--- src/rtl/saptk_pkg.sv ---
// Package for the strongest access-point table.
// Field widths, function codes, sequencer states and the stored entry type.
// No dependencies.
package saptk_pkg;

  localparam int ADDR_W  = 48;
  localparam int STR_W   = 8;
  localparam int TOTAL_W = 5;
  localparam int FUNC_W  = 2;

  localparam logic [FUNC_W-1:0] FUNC_START  = 2'd0;
  localparam logic [FUNC_W-1:0] FUNC_REPORT = 2'd1;
  localparam logic [FUNC_W-1:0] FUNC_DONE   = 2'd2;

  typedef enum logic [3:0] {
    S_IDLE     = 4'b0001,
    S_SCAN     = 4'b0010,
    S_RD_ISSUE = 4'b0100,
    S_RD_WAIT  = 4'b1000
  } state_t;

  typedef struct packed {
    logic [ADDR_W-1:0]       addr;
    logic signed [STR_W-1:0] str;
  } entry_t;

endpackage

--- src/rtl/strongest_ap_topk_table.sv ---
// Top level of the strongest access-point table: sequencer, compare unit, output register.
// Depends on saptk_pkg and saptk_ram.
//
//  channel | signals                                          | dir
//  in      | in_valid in_ready func station_addr strength       | sink
//  out     | out_valid out_ready entry_addr entry_strength      | source
//          | entry_valid entry_total last                       |
//
// Start and ignored codes are handled in the idle state. A report on an empty table
// is written straight to entry 0; else the table is read through the single RAM read
// port, one table read per cycle, with one address/strength compare per entry. A readout
// reads each entry, then loads it into the output register, or loads one empty result
// on an empty table, and stalls on out_ready.
// Reset clears the count and the sequencer; table contents are not cleared.
// in_ready is high only in the idle state; a pending result does not block input.
module strongest_ap_topk_table import saptk_pkg::*; #(
  parameter int MAX_APS = 20
) (
  input  logic                     clk,
  input  logic                     rst,
  input  logic                     in_valid,
  output logic                     in_ready,
  input  logic [FUNC_W-1:0]        func,
  input  logic [ADDR_W-1:0]        station_addr,
  input  logic signed [STR_W-1:0]  strength,
  output logic                     out_valid,
  input  logic                     out_ready,
  output logic [ADDR_W-1:0]        entry_addr,
  output logic signed [STR_W-1:0]  entry_strength,
  output logic                     entry_valid,
  output logic [TOTAL_W-1:0]       entry_total,
  output logic                     last
);

  localparam int CW = $clog2(MAX_APS + 1);
  localparam int AW = (MAX_APS > 1) ? $clog2(MAX_APS) : 1;
  localparam logic [CW-1:0] MAX_C = CW'(MAX_APS);

  state_t state, state_next;
  logic [CW-1:0] cnt, cnt_next;
  logic [CW-1:0] idx, idx_next;
  logic          cmp_vld, cmp_vld_next;
  logic [CW-1:0] cmp_idx, cmp_idx_next;
  logic          dup, dup_next;
  logic [AW-1:0] wk_idx, wk_idx_next;
  logic signed [STR_W-1:0] wk_str, wk_str_next;
  entry_t        item, item_next;

  logic          ram_we;
  logic [AW-1:0] ram_waddr;
  entry_t        ram_rdata;

  logic          out_valid_next;
  entry_t        out_ent, out_ent_next;
  logic          out_ev, out_ev_next;
  logic          out_last, out_last_next;
  logic [CW-1:0] out_tot, out_tot_next;

  logic          in_fire, load_ok;
  logic          dup_now, wk_take, last_cmp;
  logic [AW-1:0] wk_idx_now;
  logic signed [STR_W-1:0] wk_str_now;

  saptk_ram #(.WIDTH($bits(entry_t)), .DEPTH(MAX_APS)) u_ram (
    .clk     (clk),
    .wr_en   (ram_we),
    .wr_addr (ram_waddr),
    .wr_data (item_next),
    .rd_addr (idx[AW-1:0]),
    .rd_data (ram_rdata)
  );

  assign in_ready = (state == S_IDLE);
  assign in_fire  = in_valid && in_ready;
  assign load_ok  = !out_valid || out_ready;

  // single compare unit, used by the report scan: one stored entry per cycle against the held report
  assign dup_now    = dup || (ram_rdata.addr == item.addr);
  assign wk_take    = (cmp_idx == '0) || (ram_rdata.str < wk_str);
  assign wk_idx_now = wk_take ? cmp_idx[AW-1:0] : wk_idx;
  assign wk_str_now = wk_take ? ram_rdata.str : wk_str;
  assign last_cmp   = (cmp_idx == cnt - CW'(1));

  always_comb begin
    state_next     = state;
    cnt_next       = cnt;
    idx_next       = idx;
    cmp_vld_next   = 1'b0;
    cmp_idx_next   = cmp_idx;
    dup_next       = dup;
    wk_idx_next    = wk_idx;
    wk_str_next    = wk_str;
    item_next      = item;
    ram_we         = 1'b0;
    ram_waddr      = cnt[AW-1:0];
    out_valid_next = out_valid && !out_ready;
    out_ent_next   = out_ent;
    out_ev_next    = out_ev;
    out_last_next  = out_last;
    out_tot_next   = out_tot;

    case (state)
      S_IDLE: begin
        if (in_fire) begin
          idx_next = '0;
          dup_next = 1'b0;
          case (func)
            FUNC_START: cnt_next = '0;
            FUNC_REPORT: begin
              item_next.addr = station_addr;
              item_next.str  = strength;
              if (cnt == '0) begin
                ram_we    = 1'b1;
                ram_waddr = '0;
                cnt_next  = CW'(1);
              end else begin
                state_next = S_SCAN;
              end
            end
            FUNC_DONE: state_next = (cnt == '0) ? S_RD_WAIT : S_RD_ISSUE;
            default: ;
          endcase
        end
      end

      S_SCAN: begin
        if (idx < cnt) begin
          idx_next     = idx + CW'(1);
          cmp_vld_next = 1'b1;
          cmp_idx_next = idx;
        end
        if (cmp_vld) begin
          dup_next    = dup_now;
          wk_idx_next = wk_idx_now;
          wk_str_next = wk_str_now;
          if (last_cmp) begin
            state_next   = S_IDLE;
            cmp_vld_next = 1'b0;
            if (!dup_now) begin
              if (cnt < MAX_C) begin
                ram_we    = 1'b1;
                ram_waddr = cnt[AW-1:0];
                cnt_next  = cnt + CW'(1);
              end else if (item.str > wk_str_now) begin
                ram_we    = 1'b1;
                ram_waddr = wk_idx_now;
              end
            end
          end
        end
      end

      S_RD_ISSUE: state_next = S_RD_WAIT;

      S_RD_WAIT: begin
        if (load_ok) begin
          out_valid_next = 1'b1;
          out_tot_next   = cnt;
          if (cnt == '0) begin
            out_ent_next  = '0;
            out_ev_next   = 1'b0;
            out_last_next = 1'b1;
            state_next    = S_IDLE;
          end else begin
            out_ent_next  = ram_rdata;
            out_ev_next   = 1'b1;
            out_last_next = (idx == cnt - CW'(1));
            if (idx == cnt - CW'(1)) begin
              state_next = S_IDLE;
            end else begin
              idx_next   = idx + CW'(1);
              state_next = S_RD_ISSUE;
            end
          end
        end
      end

      default: state_next = S_IDLE;
    endcase
  end

  always_ff @(posedge clk) begin
    if (rst) begin
      state     <= S_IDLE;
      cnt       <= '0;
      idx       <= '0;
      cmp_vld   <= 1'b0;
      out_valid <= 1'b0;
    end else begin
      state     <= state_next;
      cnt       <= cnt_next;
      idx       <= idx_next;
      cmp_vld   <= cmp_vld_next;
      out_valid <= out_valid_next;
    end
  end

  always_ff @(posedge clk) begin
    cmp_idx  <= cmp_idx_next;
    dup      <= dup_next;
    wk_idx   <= wk_idx_next;
    wk_str   <= wk_str_next;
    item     <= item_next;
    out_ent  <= out_ent_next;
    out_ev   <= out_ev_next;
    out_last <= out_last_next;
    out_tot  <= out_tot_next;
  end

  assign entry_addr     = out_ent.addr;
  assign entry_strength = out_ent.str;
  assign entry_valid    = out_ev;
  assign entry_total    = TOTAL_W'(out_tot);
  assign last           = out_last;

  a_cnt_bound: assert property (@(posedge clk) disable iff (rst) cnt <= MAX_C)
    else $error("fill count beyond table size");

  a_scan_nonempty: assert property (@(posedge clk) disable iff (rst)
    (state == S_SCAN) |-> (cnt != '0))
    else $error("scan on empty table");

  a_scan_write: assert property (@(posedge clk) disable iff (rst)
    (ram_we && state == S_SCAN) |-> (cmp_vld && last_cmp && !dup_now))
    else $error("table write before scan complete");

  a_empty_last: assert property (@(posedge clk) disable iff (rst)
    (out_valid && !entry_valid) |-> (last && entry_total == '0))
    else $error("empty-table transaction malformed");

  a_scan_grow: assert property (@(posedge clk) disable iff (rst)
    (state == S_SCAN) |=> (cnt == $past(cnt) || cnt == $past(cnt) + CW'(1)))
    else $error("count jumped during scan");

endmodule

--- src/rtl/saptk_ram.sv ---
// Generic single-write, single-read RAM with registered read data.
// No dependencies.
module saptk_ram #(
  parameter int WIDTH = 56,
  parameter int DEPTH = 20
) (
  input  logic                             clk,
  input  logic                             wr_en,
  input  logic [(DEPTH>1?$clog2(DEPTH):1)-1:0] wr_addr,
  input  logic [WIDTH-1:0]                 wr_data,
  input  logic [(DEPTH>1?$clog2(DEPTH):1)-1:0] rd_addr,
  output logic [WIDTH-1:0]                 rd_data
);

  logic [WIDTH-1:0] mem [DEPTH];

  always_ff @(posedge clk) begin
    if (wr_en) begin
      mem[wr_addr] <= wr_data;
    end
    rd_data <= mem[rd_addr];
  end

endmodule

--- config.mk ---
export PLATFORM = sky130hd
export DESIGN_NAME = strongest_ap_topk_table
export DESIGN_NICKNAME = d
export VERILOG_FILES = /design/src/rtl/saptk_pkg.sv /design/src/rtl/strongest_ap_topk_table.sv /design/src/rtl/saptk_ram.sv
export SDC_FILE = /design/constraint.sdc
export NUM_CORES = 2
export LEC_CHECK = 0
export BUFFER_PORTS_ARGS = -buffer_cell sky130_fd_sc_hd__buf_2
export CAP_MARGIN = 20
export CORE_MARGIN = 2
export CORE_UTILIZATION = 55
export DETAILED_ROUTE_END_ITERATION = 12
export PLACE_DENSITY = 0.72
export REMOVE_ABC_BUFFERS = 1
export SYNTH_ARGS = -nofsm -noshare
export SYNTH_HDL_FRONTEND = slang
export SYNTH_SLANG_ARGS = --single-unit
--- constraint.sdc ---
create_clock -name clk -period 8.6 [get_ports clk]
set_input_delay 0.43 -clock clk [delete_from_list [all_inputs] [get_ports clk]]
set_output_delay 0.43 -clock clk [all_outputs]
set_load 0.05 [all_outputs]
# Word level (Yosys, flattened, before mapping)
# Memories as Yosys holds them, arrays and structs flattened. A register that Yosys moved wholly into a read port is not among the register bits.
# Index checks and enable logic that the tools add are counted.
dict set report classes {
  n_addsub 3
  order_cmp 4
  eq_ne 22
  muxes 58
  n_bitwise 1
  reduce_logical 20
}
# operator n
set ops {}
lappend ops {{$mux W56} 3}
lappend ops {{$mux W5} 20}
lappend ops {{$eq A48 B48 Y1} 1}
lappend ops {{$pmux W5 S2} 3}
lappend ops {{$mux W4} 6}
lappend ops {{$mux W1} 18}
lappend ops {{$ne A2 B2 Y1 const B} 8}
lappend ops {{$pmux W4 S4} 1}
lappend ops {{$pmux W5 S3} 1}
lappend ops {{$reduce_and A6 Y1} 2}
lappend ops {{$add A5 B1 Y5 const B} 2}
lappend ops {{$eq A5 B5 Y1} 2}
lappend ops {{$logic_not A5 Y1} 2}
lappend ops {{$gt A8 B8 Y1} 1}
lappend ops {{$lt A8 B8 Y1} 1}
lappend ops {{$mux W8} 1}
lappend ops {{$pmux W4 S2} 1}
lappend ops {{$reduce_and A8 Y1} 1}
lappend ops {{$mux W3} 2}
lappend ops {{$ne A3 B1 Y1 const B} 2}
lappend ops {{$ne A3 B3 Y1 const B} 2}
lappend ops {{$reduce_and A2 Y1} 3}
lappend ops {{$lt A5 B5 Y1} 1}
lappend ops {{$lt A5 B5 Y1 const B} 1}
lappend ops {{18 further kinds} 23}
dict set report word_totals {
  reg_bits 154
  ramBits 1120
  in_bits 62
  output_inout_bits 65
  elab_cells 125
  memories 1
}
# name words width rd rd_ports_with_merged_regs wr line_no
set mem_list {}
lappend mem_list {u_ram.mem 20 56 1 1 1 saptk_ram.sv:15} ;# logic [WIDTH-1:0] mem [DEPTH];

# Longest topological paths before layout
dict set report logic_depth {
  depth_word 12
  ltp_mapped 17
  ltp_nobuf 17
}

# Cells and area by module
# From an unflattened synthesis, not the netlist that was laid out.
dict set report hier_totals {
  cells_unflattened 2869
  hier_area_um2 51120.3
}
# mod n_inst cells_each area_each_um2 seq_area_each_um2
set by_module_without_submodules {}
lappend by_module_without_submodules {saptk_ram 1 2294 43999.7 34753.3}
lappend by_module_without_submodules {strongest_ap_topk_table 1 575 7120.6 3903.7}

# Least setup slack after synthesis
# OpenSTA, ideal clock, no wires.
dict set report synth_path {
  path_type {register to register}
  startpoint {reg wk_str[1]}
  endpoint {mem u_ram.mem[12][0] (enable)}
  setup_time_ns 0.470
  t_arrival_ns 5.517
  required_time_ns 8.130
  slack_ns 2.613
  path_stages_with_launch 17
  path_buffers 1
  synth_period_minus_slack_ns 5.987
  path_cell_list {edfxtp_1 inv_1 ha_1 a2111oi_2 o2bb2ai_2 nand2_1 clkbuf_1 nor2_1 a21oi_1 ha_1 nand4_1 nor2_1 a31oi_1 nor2b_1 a2bb2oi_1 o21ai_1 nor2_1}
}
dict set report synth_via {
  elab_chain_cells 12
  word_cells_on_any_way 19
  classes_between {order compare (2); mux (16); reduce/logical (1)}
}
# element line_no
set synth_lines {}
lappend synth_lines {{from (decl)} strongest_ap_topk_table.sv:46} ;# logic signed [STR_W-1:0] wk_str, wk_str_next;
lappend synth_lines {{from (signal assigned)} strongest_ap_topk_table.sv:202} ;# wk_str <= wk_str_next;
lappend synth_lines {{$lt A8 B8 Y1} strongest_ap_topk_table.sv:79} ;# assign wk_take = (cmp_idx == '0) || (ram_rdata.str < wk_str);
lappend synth_lines {{$logic_or A1 B1 Y1} strongest_ap_topk_table.sv:79}
lappend synth_lines {{$mux W8} strongest_ap_topk_table.sv:81} ;# assign wk_str_now = wk_take ? ram_rdata.str : wk_str;
lappend synth_lines {{$gt A8 B8 Y1} strongest_ap_topk_table.sv:144} ;# end else if (item.str > wk_str_now) begin
lappend synth_lines {{$mux W1} strongest_ap_topk_table.sv:144}
lappend synth_lines {{$mux W1} strongest_ap_topk_table.sv:140} ;# if (cnt < MAX_C) begin
lappend synth_lines {{$mux W1} strongest_ap_topk_table.sv:139} ;# if (!dup_now) begin
lappend synth_lines {{$mux W1} strongest_ap_topk_table.sv:136} ;# if (last_cmp) begin
lappend synth_lines {{$mux W1} strongest_ap_topk_table.sv:132} ;# if (cmp_vld) begin
lappend synth_lines {{$pmux W1 S2} strongest_ap_topk_table.sv:102} ;# case (state)
lappend synth_lines {{$mux W1} saptk_ram.sv:18} ;# if (wr_en) begin
lappend synth_lines {{$mux W1 (not written as such)} saptk_ram.sv:19} ;# mem[wr_addr] <= wr_data;
lappend synth_lines {{to (decl)} saptk_ram.sv:15}
# Parallel ways exist; a longest one is shown, timed or not.

# Worst setup path in the final report
dict set report layout_path {
  startpoint {reg wk_str[7]}
  endpoint {mem u_ram.mem[12][22] (enable)}
}
dict set report layout_via {
  elab_chain_cells 12
  word_cells_on_any_way 19
  classes_between {order compare (2); mux (16); reduce/logical (1)}
}
# element line_no
set layout_lines {}
lappend layout_lines {{$lt A8 B8 Y1 *} strongest_ap_topk_table.sv:79}
lappend layout_lines {{$logic_or A1 B1 Y1 *} strongest_ap_topk_table.sv:79}
lappend layout_lines {{$mux W8 *} strongest_ap_topk_table.sv:81}
lappend layout_lines {{net wk_str_now[3]} strongest_ap_topk_table.sv:62} ;# logic signed [STR_W-1:0] wk_str_now;
lappend layout_lines {{$gt A8 B8 Y1 *} strongest_ap_topk_table.sv:144}
lappend layout_lines {{$mux W1} strongest_ap_topk_table.sv:144}
lappend layout_lines {{$mux W1} strongest_ap_topk_table.sv:140}
lappend layout_lines {{$mux W1} strongest_ap_topk_table.sv:139}
lappend layout_lines {{$mux W1} strongest_ap_topk_table.sv:136}
lappend layout_lines {{$mux W1} strongest_ap_topk_table.sv:132}
lappend layout_lines {{$pmux W1 S2} strongest_ap_topk_table.sv:102}
lappend layout_lines {{$mux W1} saptk_ram.sv:18}
lappend layout_lines {{$mux W1 (not written as such)} saptk_ram.sv:19}
# The timed path passes the listed nets; every way through them passes the cells marked *.

==> impl_metrics.csv <==
group,metric,value,unit
logic_synthesis,ys_seq_area_frac,0.762,
layout,final_cell_mix,"1202 x edfxtp_1, 336 x mux4_2, 138 x clkbuf_16",
timing,setup_viol,0,
power_and_ir_drop,clockPowerShare,0.363,
layout,antennaDiodeCount,0,
clock_network,cts_buffers,134,
logic_synthesis,synth_top_area_cell,"edfxtp_1",
hold_path,hold_path.class,"in -> reg",
placement,gp_congestion,0.827,
logic_synthesis,yosys_register_bits,1330,
logic_synthesis,synth_area,50700,um^2
setup_path,worstPathRequired,8.96,ns
run,drv_cap,0,
clock_network,path_clk_slew,0.05,ns
layout,syn_to_final_growth,13.4,%
power_and_ir_drop,pwr-share-seq,0.502,
layout,final_common_cell,"edfxtp_1",
routing,post_drt_wl_per_cell,28.9,um
layout,fillerInstances,5940,
setup_path,r2r_end,"u_ram.mem[12][22]",
setup_path,cpPeakStageDelay,0.76,ns
power_and_ir_drop,power.net_switching,3.89,mW
logic_synthesis,synth_top_area_share,0.711,
placement,dpl.cell_count,3533,
timing,fin_ws,2.75,ns
floorplanning,fp-row-count,111,
setup_path,cp_max_fo,37,
power_and_ir_drop,p_leak,18.3,nW
routing,wirelength,109000,um
clock_network,cts_tree,"yes",
setup_path,crit_end,"u_ram.mem[12][22]",
timing,relSlewSlack,0.237,
layout,fin_nets,2576,
placement,dp_slack,2.70,ns
clock_network,root_buffer,"clkbuf_16",
floorplanning,die_area,94700,um^2
timing,tightestPinTransition,1.14,ns
clock_network,clockBufferDepth,3,
power_and_ir_drop,swShare,0.241,
timing,slew_violations,0,
routing,vias_per_cell,6.29,
setup_path,critPathSlowestCell,"buf_4",
floorplanning,ios,127,
placement,io_buffers,126,
logic_synthesis,synthCells,2286,
logic_synthesis,ys.flop_type,"edfxtp_1",
floorplanning,die_h,308,um
setup_path,cp-end-kind,"register",
layout,multi_input_area,11700,um^2
setup_path,r2r_setup_slack,2.75,ns
setup_path,reg2regPathDepth,18,
setup_path,worstSetupStartpointType,"register",
floorplanning,die_w,308,um
power_and_ir_drop,comb_power_share,0.134,
floorplanning,floorplan.initialDensity,0.554,
timing,period_share,0.680,
routing,post-route-drc-count,0,
routing,firstDrtPassIters,6,
layout,drive_above_1_share,0.331,
logic_synthesis,synthArstFlopShare,0,
power_and_ir_drop,ir_worst_vdd,0.000195,V
power_and_ir_drop,p_int,12.3,mW
timing,fmax,0.171,GHz
logic_synthesis,synth-edff-count,1202,
timing,rsz0062_at_grt,"no",
setup_path,critPathKind,"reg -> reg",
global_routing,grt_usage,0.237,
global_routing,grt_pass1_wl,162000,um
setup_path,crit_chain,"inv_1 > ha_1 > nand2b_1 > o2111ai_1 > o2bb2ai_2 > nand2_1 > nor2_1 > a21o_1 > inv_1 > ha_1 > a21oi_1 > o22ai_1 > a211oi_1 > nor2b_1 > a21oi_1 > o21ai_1 > nor2_4 > buf_4",
timing,whs,0.0371,ns
timing,final_hold_viol_count,0,
power_and_ir_drop,power,16.1,mW
routing,ant_nets,0,
global_routing,antenna_found_initial,4,
logic_synthesis,yosys-top-cells-area,"edfxtp_1 71%, mux4_2 15%, dfxtp_1 5.1%",
logic_synthesis,synth.distinct_cells,68,
global_routing,grt_pass1_vias,24300,
clock_network,cts_sinks,1330,
logic_synthesis,avgSynthCellArea,22.2,um^2
timing,finClkSkew,0.0325,ns
setup_path,worstReg2RegStart,"wk_str[7]",
timing,tns,0,ns
routing,first_iter_violations,2850,
clock_network,worstSkewPairLatency,0.75,ns
global_routing,grt_remaining_overflow,0,
clock_network,htree_levels,4,
clock_network,post_cts_buffers,0,
routing,dr_total_vias,23800,
placement,hpwl,57700,um
floorplanning,core,91500,um^2
power_and_ir_drop,p_per_area,281,nW/um^2
global_routing,grt_max_degree,155,
layout,regArea,38700,um^2
setup_path,cp.arrival,6.21,ns
timing,period_needed,5.85,ns
setup_path,cp-startpoint,"wk_str[7]",
logic_synthesis,ys_warn_count,0,
status,status,"complete, no violations",
layout,fin_cells,3787,
==> per-stage QoR <==
step | instance area [um^2] | utilization
floorplan | 50300 | -
CTS | 57400 | 0.627
finish | 57500 | 0.629
detailed placement | 52900 | 0.578
global placement | 52900 | 0.578
global route | 57500 | 0.629
==> power by group through the flow <==
stage / registers, mW / logic [mW] / clock network (mW)
final: 8.10 / 2.17 / 5.87
after global routing: 8.13 / 2.38 / 6.20
after CTS: 8.11 / 2.21 / 5.96
after detailed placement: 8.24 / 2.20 / 0
after global placement: 8.22 / 2.10 / 0
after floorplan: 8.35 / 1.77 / 0
==> critical path: cells and delay by family (launching register included) <==
family / cells / cell delay [ns]
AO/OA/AOI/OAI: 8 / 1.95
adder cells (fa/ha/maj): 2 / 0.59
buffers and inverters: 3 / 0.88
flip-flops: 1 / 0.32
AND/OR/NAND/NOR: 5 / 1.63
==> worst min path at each step <==
stage / startpoint / to / slack (ns) / cells after the start
2_1_floorplan: rst / cnt[0] / 0.50 / 1
3_3_place_gp: out_valid / out_valid / 0.53 / 2
3_5_place_dp: cmp_vld / cmp_vld / 0.53 / 3
4_1_cts: func[1] / cnt[0] / 0.01 / 3
5_1_grt: func[1] / cnt[0] / 0.04 / 3
6_report: func[1] / cnt[0] / 0.04 / 3
==> cell type report <==
| class | count | area share |
|---|---|---|
| inverters | 37 | 0.00250 |
| flip-flops and latches | 1330 | 0.672 |
| multi-input cells | 816 | 0.203 |
| clock buffers | 177 | 0.0640 |
| repair buffers | 172 | 0.0194 |
| clock inverters | 69 | 0.0136 |
| well taps | 1186 | 0.0258 |
==> cells in the mapped netlist, drive strengths merged, types with 4 or more instances <==
| cell | instances |
|---|---|
| nand2b | 6 |
| o21a | 6 |
| or4 | 4 |
| nor2b | 4 |
| xnor2 | 8 |
| mux2 | 114 |
| nor4 | 19 |
| inv | 35 |
| a21boi | 6 |
| xor2 | 52 |
| mux4 | 336 |
| a21oi | 17 |
| and2 | 60 |
| dfxtp | 128 |
| ha | 23 |
| edfxtp | 1202 |
| nor3 | 13 |
| clkbuf | 60 |
| buf | 43 |
| o21ai | 13 |
| a21o | 4 |
| nand4 | 8 |
| mux2i | 6 |
| o31ai | 7 |
| nand3 | 4 |
| nand2 | 18 |
| nor2 | 49 |
| a31oi | 6 |
==> kinds of logic after synthesis <==
logic type / Yosys count / share of synthesized area
xor gates and xnor gates: 62 / 0.0112
buffers and inverters: 140 / 0.0119
AOI/OAI and AO/OA: 76 / 0.0112
adders and majority gates: 23 / 0.00567
DFF: 1330 / 0.762
and+or+nand+nor: 199 / 0.0225
muxes: 456 / 0.176
==> timing repair <==
item / CTS / global route
resized for setup: 0 / 0
endpoints found under the hold margin: 4 / 0
hold buffers: 2 / 0
endpoints found under the setup margin: 0 / 0
==> layer usage <==
metal  vias up  track usage  routed length, um
met1     12700        0.343              45000
met3       153       0.0473               8370
met2      1081        0.375              53800
li1       9885            -                  -
met4         2       0.0602               2120
met5         -            0                 13
==> flip-flops by register name (all words and copies together), names as in the netlist <==
signal and count:
u_ram.rd_data 56, dup 1, entry_addr 48, wk_idx 5, cmp_idx 5, cnt 5, item 56, entry_strength 8
state 4, u_ram.mem 1120, wk_str 8, cmp_vld 1, out_valid 1, idx 5, entry_total 5, entry_valid 1
last 1
(Power assumes the default switching activity.)
